[src/hw/rtl/trapezoid_exp_integrator_top_defines.svh]
// Assertion macros for the integrator RTL, used by tei_ctrl.
// Each expects i_clk and i_rst_n in the scope where it is used.
`ifndef TRAPEZOID_EXP_INTEGRATOR_TOP_DEFINES_SVH
`define TRAPEZOID_EXP_INTEGRATOR_TOP_DEFINES_SVH

`ifndef NO_ASSERTIONS
`define TEI_ASSERT_IMP(label, ante, cons, msg) \
    label: assert property (@(posedge i_clk) disable iff (!i_rst_n) (ante) |-> (cons)) \
        else $error(msg);
`define TEI_ASSERT_NEXT(label, ante, cons, msg) \
    label: assert property (@(posedge i_clk) disable iff (!i_rst_n) (ante) |=> (cons)) \
        else $error(msg);
`else
`define TEI_ASSERT_IMP(label, ante, cons, msg)
`define TEI_ASSERT_NEXT(label, ante, cons, msg)
`endif

`endif

[src/hw/rtl/tei_pkg.sv]
package tei_pkg;

    localparam int FRAC_BITS         = 16;
    localparam int IN_W              = 20;
    localparam int N_W               = 13;
    localparam int OUT_W             = 29;
    localparam int MAX_INTERVALS_DEF = 4096;
    localparam int EXP_W             = 29;
    localparam int S2_W              = 43;
    localparam int DM_W              = 20;
    localparam int PROD_W            = S2_W + DM_W;
    localparam int RED_W             = 38;
    localparam int K_W               = 6;
    localparam int TAYLOR_TERMS      = 15;
    localparam int RECIP_SHIFT       = 36;
    localparam int RECIP_W           = 37;

    localparam logic [31:0]        LN2_Q32  = 32'd2977044472;
    // offset that makes x*2^16 non-negative before the ln2 search (12 * ln2)
    localparam logic [RED_W-1:0]   RED_INIT = 38'd35724533664;
    localparam logic signed [K_W-1:0] K_MIN = -6'sd12;

    typedef struct packed {
        logic signed [IN_W-1:0] lower_bound;
        logic signed [IN_W-1:0] upper_bound;
        logic [N_W-1:0]         intervals;
    } t_in;

    typedef struct packed {
        logic signed [OUT_W-1:0] integral;
        logic                    saturated;
    } t_out;

    typedef enum logic [3:0] {
        ST_IDLE,
        ST_DIV_RANGE,
        ST_WAIT_RANGE,
        ST_EXP_A,
        ST_WAIT_A,
        ST_EXP_B,
        ST_WAIT_B,
        ST_CHECK,
        ST_STEP,
        ST_EXP_X,
        ST_WAIT_X,
        ST_MUL,
        ST_WAIT_MUL,
        ST_DIV_SUM,
        ST_WAIT_SUM,
        ST_FINISH
    } t_state;

    typedef enum logic [2:0] {
        PH_IDLE,
        PH_RANGE,
        PH_MUL,
        PH_RECIP,
        PH_CORR,
        PH_SHIFT
    } t_exp_phase;

    typedef enum logic [1:0] {
        SEL_A,
        SEL_B,
        SEL_X
    } t_exp_sel;

    typedef struct packed {
        logic     load;
        logic     div_start;
        logic     div_sum;
        logic     latch_range;
        logic     exp_start;
        t_exp_sel exp_sel;
        logic     accum;
        logic     accum_double;
        logic     grid_step;
        logic     mul_start;
        logic     out_load;
    } t_cmd;

    typedef struct packed {
        logic div_done;
        logic exp_done;
        logic mul_done;
        logic grid_last;
        logic out_free;
    } t_status;

    // floor(2^36 / i) for the Taylor term divisors
    function automatic logic [RECIP_W-1:0] recip(input logic [3:0] idx);
        logic [RECIP_W-1:0] val;
        unique case (idx)
            4'd1:    val = 37'd68719476736;
            4'd2:    val = 37'd34359738368;
            4'd3:    val = 37'd22906492245;
            4'd4:    val = 37'd17179869184;
            4'd5:    val = 37'd13743895347;
            4'd6:    val = 37'd11453246122;
            4'd7:    val = 37'd9817068105;
            4'd8:    val = 37'd8589934592;
            4'd9:    val = 37'd7635497415;
            4'd10:   val = 37'd6871947673;
            4'd11:   val = 37'd6247225157;
            4'd12:   val = 37'd5726623061;
            4'd13:   val = 37'd5286113595;
            4'd14:   val = 37'd4908534052;
            default: val = '0;
        endcase
        return val;
    endfunction

endpackage

[src/hw/rtl/tei_ctrl.sv]
`include "trapezoid_exp_integrator_top_defines.svh"

module tei_ctrl (
    input  logic             i_clk,
    input  logic             i_rst_n,
    input  logic             i_in_valid,
    output logic             o_in_ready,
    input  tei_pkg::t_status i_status,
    output tei_pkg::t_cmd    o_cmd
);
    tei_pkg::t_state r_state, n_state;

    always_comb begin
        n_state = r_state;
        unique case (r_state)
            tei_pkg::ST_IDLE:       if (i_in_valid) n_state = tei_pkg::ST_DIV_RANGE;
            tei_pkg::ST_DIV_RANGE:  n_state = tei_pkg::ST_WAIT_RANGE;
            tei_pkg::ST_WAIT_RANGE: if (i_status.div_done) n_state = tei_pkg::ST_EXP_A;
            tei_pkg::ST_EXP_A:      n_state = tei_pkg::ST_WAIT_A;
            tei_pkg::ST_WAIT_A:     if (i_status.exp_done) n_state = tei_pkg::ST_EXP_B;
            tei_pkg::ST_EXP_B:      n_state = tei_pkg::ST_WAIT_B;
            tei_pkg::ST_WAIT_B:     if (i_status.exp_done) n_state = tei_pkg::ST_CHECK;
            tei_pkg::ST_CHECK: begin
                if (i_status.grid_last) n_state = tei_pkg::ST_MUL;
                else n_state = tei_pkg::ST_STEP;
            end
            tei_pkg::ST_STEP:       n_state = tei_pkg::ST_EXP_X;
            tei_pkg::ST_EXP_X:      n_state = tei_pkg::ST_WAIT_X;
            tei_pkg::ST_WAIT_X:     if (i_status.exp_done) n_state = tei_pkg::ST_CHECK;
            tei_pkg::ST_MUL:        n_state = tei_pkg::ST_WAIT_MUL;
            tei_pkg::ST_WAIT_MUL:   if (i_status.mul_done) n_state = tei_pkg::ST_DIV_SUM;
            tei_pkg::ST_DIV_SUM:    n_state = tei_pkg::ST_WAIT_SUM;
            tei_pkg::ST_WAIT_SUM:   if (i_status.div_done) n_state = tei_pkg::ST_FINISH;
            tei_pkg::ST_FINISH:     if (i_status.out_free) n_state = tei_pkg::ST_IDLE;
            default:                n_state = tei_pkg::ST_IDLE;
        endcase
    end

    always_comb begin
        o_cmd         = '0;
        o_cmd.exp_sel = tei_pkg::SEL_X;
        o_in_ready    = (r_state == tei_pkg::ST_IDLE);
        unique case (r_state)
            tei_pkg::ST_IDLE:       o_cmd.load = i_in_valid;
            tei_pkg::ST_DIV_RANGE:  o_cmd.div_start = 1'b1;
            tei_pkg::ST_WAIT_RANGE: o_cmd.latch_range = i_status.div_done;
            tei_pkg::ST_EXP_A: begin
                o_cmd.exp_start = 1'b1;
                o_cmd.exp_sel   = tei_pkg::SEL_A;
            end
            tei_pkg::ST_WAIT_A:     o_cmd.accum = i_status.exp_done;
            tei_pkg::ST_EXP_B: begin
                o_cmd.exp_start = 1'b1;
                o_cmd.exp_sel   = tei_pkg::SEL_B;
            end
            tei_pkg::ST_WAIT_B:     o_cmd.accum = i_status.exp_done;
            tei_pkg::ST_CHECK:      ;
            tei_pkg::ST_STEP:       o_cmd.grid_step = 1'b1;
            tei_pkg::ST_EXP_X:      o_cmd.exp_start = 1'b1;
            tei_pkg::ST_WAIT_X: begin
                o_cmd.accum        = i_status.exp_done;
                o_cmd.accum_double = 1'b1;
            end
            tei_pkg::ST_MUL:        o_cmd.mul_start = 1'b1;
            tei_pkg::ST_WAIT_MUL:   ;
            tei_pkg::ST_DIV_SUM: begin
                o_cmd.div_start = 1'b1;
                o_cmd.div_sum   = 1'b1;
            end
            tei_pkg::ST_WAIT_SUM:   ;
            tei_pkg::ST_FINISH:     o_cmd.out_load = i_status.out_free;
            default:                ;
        endcase
    end

    always_ff @(posedge i_clk) begin
        if (!i_rst_n) begin
            r_state <= tei_pkg::ST_IDLE;
        end else begin
            r_state <= n_state;
        end
    end

    `TEI_ASSERT_IMP(a_exp_done_waiting, i_status.exp_done, r_state == tei_pkg::ST_WAIT_A || r_state == tei_pkg::ST_WAIT_B || r_state == tei_pkg::ST_WAIT_X, "exp result outside a wait state")
    `TEI_ASSERT_IMP(a_div_done_waiting, i_status.div_done, r_state == tei_pkg::ST_WAIT_RANGE || r_state == tei_pkg::ST_WAIT_SUM, "divider result outside a wait state")
    `TEI_ASSERT_IMP(a_mul_done_waiting, i_status.mul_done, r_state == tei_pkg::ST_WAIT_MUL, "multiplier result outside its wait state")
    `TEI_ASSERT_NEXT(a_load_starts_range, o_cmd.load, r_state == tei_pkg::ST_DIV_RANGE, "accepted request did not start")

endmodule

[config.mk]
export PLATFORM = sky130hd
export DESIGN_NAME = tei_ctrl
export DESIGN_NICKNAME = d
export VERILOG_FILES = /design/src/hw/rtl/tei_pkg.sv /design/src/hw/rtl/tei_ctrl.sv
export VERILOG_INCLUDE_DIRS = /design/src /design/src/hw/rtl
export SDC_FILE = /design/constraint.sdc
export NUM_CORES = 1
export LEC_CHECK = 0
export BUFFER_PORTS_ARGS = -buffer_cell sky130_fd_sc_hd__buf_2
export CAP_MARGIN = 25
export CORE_AREA = 4 4 41 43
export DETAILED_ROUTE_END_ITERATION = 7
export DIE_AREA = 0 0 45 47
export GPL_TIMING_DRIVEN = 0
export PLACE_DENSITY = 0.63
export SETUP_SLACK_MARGIN = 0.4
export SLEW_MARGIN = 5
export SYNTH_ARGS = -nofsm -noshare
export SYNTH_HDL_FRONTEND = slang
export SYNTH_SLANG_ARGS = --single-unit
[constraint.sdc]
create_clock -name i_clk -period 2.73 [get_ports i_clk]
set_clock_uncertainty 0.1 [all_clocks]
set_input_delay 0.4095 -clock i_clk [delete_from_list [all_inputs] [get_ports i_clk]]
set_output_delay 0.4095 -clock i_clk [all_outputs]
set_load 0.05 [all_outputs]
# After elaboration in Yosys (flattened, before gate mapping)
# Index checks and enable logic that the tools add are counted.
# classes
muxes,20
n_reduce_logical,6
eq_ne,22
# ops
operator,count
4-bit case mux with 15 select lines,1
4-bit == test (second input constant),8
4-bit two-way mux,7
4-bit by 3-bit == test with 1-bit output (second input constant),4
2-bit != test (second input constant),6
1-bit two-way mux,10
4-bit by 2-bit == test with 1-bit output (second input constant),2
7-bit AND reduction,1
3-bit OR reduction,2
4-bit by 1-bit == test with 1-bit output (second input constant),1
4-bit zero test,1
2-bit case mux with 2 select lines,1
2-bit OR reduction,2
2-bit two-way mux,1
2-bit by 1-bit != test with 1-bit output (second input constant),1
# totals
ff_bits,4
inputBits,8

# Longest topological paths before layout
# Gate-level depths: netlist of the first run.
# logic_depth
depth_word,4
depth_mapped,6
ltp_nobuf,4

# Least setup slack after synthesis of the first run
# OpenSTA, ideal clock, no wires.
# synth_path
path_type,flip-flop to output port
from,register r_state[2]
to,output o_cmd[10] in the netlist's numbering
arrival_time_ps,2357
path_slack_ps,-137
path_stages_with_launch,4
cell_sequence,dfxtp_1 -> clkbuf_1 -> nand2b_1 -> nor4bb_1
# synth_lines
element,line,rtl
"start, declared",tei_ctrl.sv:11,"tei_pkg::t_state r_state, n_state;"
"start signal, assigned",tei_ctrl.sv:78,r_state <= tei_pkg::ST_IDLE;
"start signal, assigned",tei_ctrl.sv:80,r_state <= n_state;
"end, declared",tei_ctrl.sv:9,output tei_pkg::t_cmd o_cmd

==> flow_summary.json, run 1 <==
{
  "timing.critical_path.from_type": "flip-flop",
  "inst_count_dp": 97,
  "die_x_um": 45,
  "ys_seq_elements": 4,
  "synthMostInstantiatedCell": "sky130_fd_sc_hd__nand2_1",
  "final_hold_viol_count": 0,
  "timing_max_transition_violations_final": 0,
  "layout_min_cycle_time_ps": 2140,
  "cts.hold.buffers_added": 0,
  "critPathMostFrequentCell": "sky130_fd_sc_hd__buf_2",
  "htree_levels": 1,
  "synth_ff_type": "sky130_fd_sc_hd__dfxtp_1",
  "worstPathArrival_ps": 1630,
  "layout_top_registers": "r_state: 4 flops",
  "edff_count_synth": 0,
  "post_route_setup_tns_ps": 0,
  "netlist.area_leader.share": 0.171,
  "finalNetCount": 95,
  "grt_start_max_net_pins": 11,
  "post-route-drc-count": 0,
  "placement_row_count": 13,
  "async_flop_share": 0,
  "tritoncts_clock_tree": "done",
  "critical_path_s_slowest_cell": "sky130_fd_sc_hd__or4_4",
  "n_antenna_cell": 0,
  "worst-slew-pin-transition_ps": 444,
  "grt_setup_unrepaired": "false",
  "number_of_global_route_vias_before_repair": 467,
  "synth_largest_area_cell": "sky130_fd_sc_hd__dfxtp_1",
  "dp_hpwl_um": 925,
  "regMostFlops": "r_state",
  "critical_path_cell_list": "buf_2 > or4_4 > inv_1 > and2_1 > buf_2",
  "cts.sink_count": 4,
  "die-height_um": 47,
  "number_of_buffers_on_the_longest_clock_path": 2,
  "antenna_violations_before_repair": 0,
  "crit_path_max_fanout": 9,
  "drt_first_pass_iters": 4,
  "synthCells": 62,
  "overflow": 0,
  "cpPeakStageDelay_ps": 520,
  "globalplace.congestion": 0.786,
  "area_delta_synth_final_pct": 35.5,
  "num-fill-cells": 151,
  "groute.usage.overall": 0.125,
  "insertion_delay_ps": 230,
  "synthesis.area_um2": 469,
  "effective_utilization_at_floorplan": 0.361,
  "setup_viol_count_final": 0,
  "clockRootBuffer": "sky130_fd_sc_hd__clkbuf_4",
  "worst_slew_margin_rel": 0.704,
  "peakVddDrop_v": 0.000256,
  "drt_iter0_drc": 17,
  "synth.top_cells.by_area": "sky130_fd_sc_hd__dfxtp_1, sky130_fd_sc_hd__mux2i_1, sky130_fd_sc_hd__nor2b_1",
  "power_density_nw_per_um2": 494,
  "setup.worst_path.end_class": "primary output",
  "placeableCoreArea_um2": 1300,
  "die_area_um2": 2120,
  "dr_total_vias": 531,
  "static-leakage-power_nw": 0.313,
  "post_drt_via_cell_ratio": 5.31,
  "drt-wirelength-per-cell_um": 12.3,
  "wirelength_um": 1230,
  "min_period_over_period": 0.785,
  "layout.cells.non_filler": 100,
  "antenna_violating_nets_post_route": 0,
  "drive_above_1_share": 0.412,
  "cts_inserted_buffers": 3,
  "critPathRequiredTime_ps": 2220,
  "class_of_the_worst_hold_path": "input port to flip-flop",
  "run_status": "finished clean",
  "clock.fmax_mhz": 467,
  "port_buffers": 20,
  "io-pin-count": 21,
  "worst-setup-path-type": "flip-flop to primary output",
  "synth.distinct_cells": 33,
  "report.power.total_w": 0.000314,
  "path_clk_slew_ps": 30,
  "synth.net_count": 70,
  "yosysWarningCount": 0,
  "syn_avg_cell_area_um2": 7.57,
  "grt_pass1_wl_um": 1970,
  "largest_register_ffs": 4,
  "timing.max_cap.violations": 0,
  "synth_seq_area_share": 0.171,
  "layout_utilization": 0.488,
  "synth.top_cells.by_count": "sky130_fd_sc_hd__nand2_1, sky130_fd_sc_hd__clkbuf_1, sky130_fd_sc_hd__dfxtp_1, sky130_fd_sc_hd__nor2b_1"
}
final cells by class:
class / instances / area, µm² / share of cell area
Buffer: 7 / 38.8 / 0.0610
Timing Repair Buffer: 20 / 100 / 0.157
Inverter: 3 / 11.3 / 0.0177
Tap cell: 15 / 18.8 / 0.0295
Sequential cell: 4 / 80.1 / 0.126
Multi-Input combinational cell: 48 / 364 / 0.573
Clock buffer: 3 / 22.5 / 0.0354
stage by stage:
stage | instance area [µm²] | worst slack [ps] | hold WS (ps)
floorplan | 492 | 383 | 451
global placement | 611 | 747 | 582
detailed placement | 611 | 713 | 585
CTS | 633 | 459 | 365
global route | 636 | 452 | 368
finish | 636 | 588 | 372
kinds of logic after synthesis:
kind of cell | after synthesis | synth area share
and+or+nand+nor | 29 | 0.387
buffers and inverters | 10 | 0.101
DFF | 4 | 0.171
AOI/OAI and AO/OA | 14 | 0.240
muxes | 3 | 0.0640
xor gates and xnor gates | 2 | 0.0373
path summary, 6_finish.rpt:
check	start	end	slack, ps	depth (start not counted)
setup reg to reg	r_state[3]	r_state[3]	1000	5
hold reg to reg	r_state[0]	r_state[2]	590	4
hold / removal	i_rst_n	r_state[1]	370	2
setup / recovery	r_state[3]	o_cmd[11]	590	5
worst max-delay path: cells and delay by family (launching register included):
family / cells / cell delay, ps
buffers and inverters: 3 / 490
DFF: 1 / 280
and+or+nand+nor: 2 / 630
what timing repair did:
| action | in CTS | in global routing |
|---|---|---|
| gates resized for setup | 0 | 4 |
| endpoints found under the setup margin | 0 | 2 |
| buffers inserted | 0 | 0 |
power breakdown:
part	switching [W]	internal, W	total [W]	leakage (nW)
clock network	0.0000229	0.0000491	0.0000720	0.0138
logic	0.000113	0.0000605	0.000174	0.267
registers	0.00000331	0.0000649	0.0000682	0.0328
layer usage:
layer  up-vias  global-route usage  share of wire
li1        273                   -              -
met1       234               0.155           0.46
met2        24               0.218           0.43
met3         0              0.0383           0.11
met4         0              0.0175              0
met5         -                   0              0
layout by cell type, fill, tap and decap left out, types with 2 or more instances in the layout:
cell and n:
sky130_fd_sc_hd__a21boi_0 2, sky130_fd_sc_hd__and3b_1 2, sky130_fd_sc_hd__buf_2 22, sky130_fd_sc_hd__clkbuf_1 2
sky130_fd_sc_hd__clkbuf_2 2, sky130_fd_sc_hd__clkbuf_4 3, sky130_fd_sc_hd__dfxtp_1 4, sky130_fd_sc_hd__inv_1 3
sky130_fd_sc_hd__mux2i_1 3, sky130_fd_sc_hd__nand2_1 5, sky130_fd_sc_hd__nand2b_1 2, sky130_fd_sc_hd__nand3b_1 2
sky130_fd_sc_hd__nor2_1 3, sky130_fd_sc_hd__nor2b_1 4, sky130_fd_sc_hd__nor3b_2 2, sky130_fd_sc_hd__o211a_1 2
sky130_fd_sc_hd__o21ai_0 3, sky130_fd_sc_hd__xor2_1 2
Note: power is estimated with default switching activity, not from simulation.
==> inputs of run 2 (changes only) <==
==> constraint.sdc (replaced) <==
create_clock -name i_clk -period 2.05 [get_ports i_clk]
set_clock_uncertainty 0.1 [all_clocks]
set_input_delay 0.3075 -clock i_clk [delete_from_list [all_inputs] [get_ports i_clk]]
set_output_delay 0.3075 -clock i_clk [all_outputs]
set_load 0.05 [all_outputs]
==> flow_summary.json, run 2 (synthesis gave the netlist of run 1 again) <==
{
  "run_status": "finished clean",
  "critPathRequiredTime_ps": 1640,
  "grt_pass1_wl_um": 2420,
  "layout_min_cycle_time_ps": 1960,
  "die-height_um": 47,
  "number_of_buffers_on_the_longest_clock_path": 2,
  "layout.cells.most_common": "sky130_fd_sc_hd__buf_6",
  "post_dp_cell_area_um2": 671,
  "antenna_violating_nets_post_route": 0,
  "dr_total_vias": 613,
  "dp_hpwl_um": 947,
  "worstSetupStartpoint": "r_state[0]",
  "crit_path_max_fanout": 4,
  "placement_row_count": 13,
  "grt_start_max_net_pins": 11,
  "cts.sink_count": 4,
  "post_route_setup_tns_ps": 0,
  "insertion_delay_ps": 230,
  "setup.worst_path.end_class": "primary output",
  "area_of_all_placed_cells_without_fillers_um2": 1060,
  "class_of_the_worst_hold_path": "input port to flip-flop",
  "final_hold_viol_count": 0,
  "timing.rr.start": "r_state[3]",
  "drt_iter0_drc": 8,
  "timing_max_transition_violations_final": 0,
  "post_drt_via_cell_ratio": 5.38,
  "effective_utilization_at_floorplan": 0.361,
  "power_density_nw_per_um2": 558,
  "n_antenna_cell": 0,
  "groute.usage.overall": 0.153,
  "critical_path.reg2reg.endpoint": "r_state[3]",
  "tritoncts_clock_tree": "done",
  "rrSetupSlack_ps": 340,
  "drt-wirelength-per-cell_um": 15.9,
  "layout_utilization": 0.813,
  "inst_count_dp": 97,
  "layout_top_registers": "r_state: 4 flops",
  "globalplace.congestion": 0.778,
  "layout.cells.non_filler": 114,
  "worst_r2r_path_depth": 8,
  "post-route-drc-count": 0,
  "clockRootBuffer": "sky130_fd_sc_hd__clkbuf_4",
  "port_buffers": 20,
  "setup_viol_count_final": 0,
  "htree_levels": 1,
  "min_period_over_period": 0.958,
  "path_clk_slew_ps": 40,
  "clock.fmax_mhz": 509,
  "timing.critical_path.from_type": "flip-flop",
  "worstPathArrival_ps": 1560,
  "timing.max_cap.violations": 0,
  "drt_first_pass_iters": 4,
  "static-leakage-power_nw": 0.452,
  "finalNetCount": 109,
  "regMostFlops": "r_state",
  "layout.cells.most_common_list": "sky130_fd_sc_hd__buf_6, sky130_fd_sc_hd__buf_4, sky130_fd_sc_hd__buf_8, sky130_fd_sc_hd__buf_2, sky130_fd_sc_hd__nand2_1",
  "wirelength_um": 1810,
  "io-pin-count": 21,
  "worst-setup-path-type": "flip-flop to primary output",
  "worst-slew-pin-transition_ps": 333,
  "placeableCoreArea_um2": 1300,
  "grt_setup_unrepaired": "true",
  "die_area_um2": 2120,
  "number_of_global_route_vias_before_repair": 569,
  "die_x_um": 45,
  "drive_above_1_share": 0.667,
  "cts_inserted_buffers": 3,
  "cts.hold.buffers_added": 0,
  "area_delta_synth_final_pct": 126,
  "largest_register_ffs": 4,
  "peakVddDrop_v": 0.000394,
  "worst_slew_margin_rel": 0.777,
  "overflow": 0,
  "antenna_violations_before_repair": 0,
  "critPathCapture": "o_cmd[11]"
}
run 2: through the flow:
stage / total power [W] / setup slack [ps] / hold WS, ps
floorplan: 0.000305 / 201 / 349
global placement: 0.000353 / 218 / 515
detailed placement: 0.000353 / 206 / 511
CTS: 0.000525 / 83.3 / 254
global route: 0.000619 / 45.0 / 271
finish: 0.000590 / 86.8 / 267
run 2: final cells by class:
type / instances / area, µm²
Sequential cell: 4 / 85.1
Buffer: 7 / 114
Timing Repair Buffer: 34 / 317
Fill cell: 83 / 243
Clock buffer: 3 / 22.5
Multi-Input combinational cell: 48 / 487
Tap cell: 15 / 18.8
Inverter: 3 / 15.0
run 2: how the worst min path moves through the flow:
stage                     startpoint  cells past startpoint  slack, ps         end
after detailed placement     i_rst_n                      3        510  r_state[0]
after floorplan              i_rst_n                      2        350  r_state[0]
final                        i_rst_n                      3        270  r_state[2]
after global placement       i_rst_n                      3        520  r_state[3]
after global routing         i_rst_n                      3        270  r_state[2]
after CTS                    i_rst_n                      3        250  r_state[2]
run 2: critical path, stage by stage, from the launching register on:
cell and delay, ps:
sky130_fd_sc_hd__dfxtp_1 300, sky130_fd_sc_hd__buf_6 120, sky130_fd_sc_hd__or4_4 550, sky130_fd_sc_hd__clkinvlp_4 90
sky130_fd_sc_hd__and2_4 130, sky130_fd_sc_hd__buf_8 130
run 2: report_power, final:
group          internal, W  leakage [nW]  switching (W)  total [W]
Combinational     0.000198         0.405       0.000204   0.000401
Sequential       0.0000863        0.0341     0.00000790  0.0000942
Clock            0.0000653        0.0138      0.0000295  0.0000948
Total             0.000349         0.452       0.000241   0.000590
run 2: metal layers:
layer  vias up  part of all wire  GRT usage
li1        299                 -          -
met1       297              0.46      0.187
met2        15              0.50      0.271
met3         2             0.036     0.0153
met4         0            0.0094     0.0702
met5         -                 0          0
run 2: repair_timing:
item	4_1_cts	5_1_grt
pin swaps	6	8
buffers inserted	7	7
endpoints found under the setup margin	16	17
resized for setup	47	18
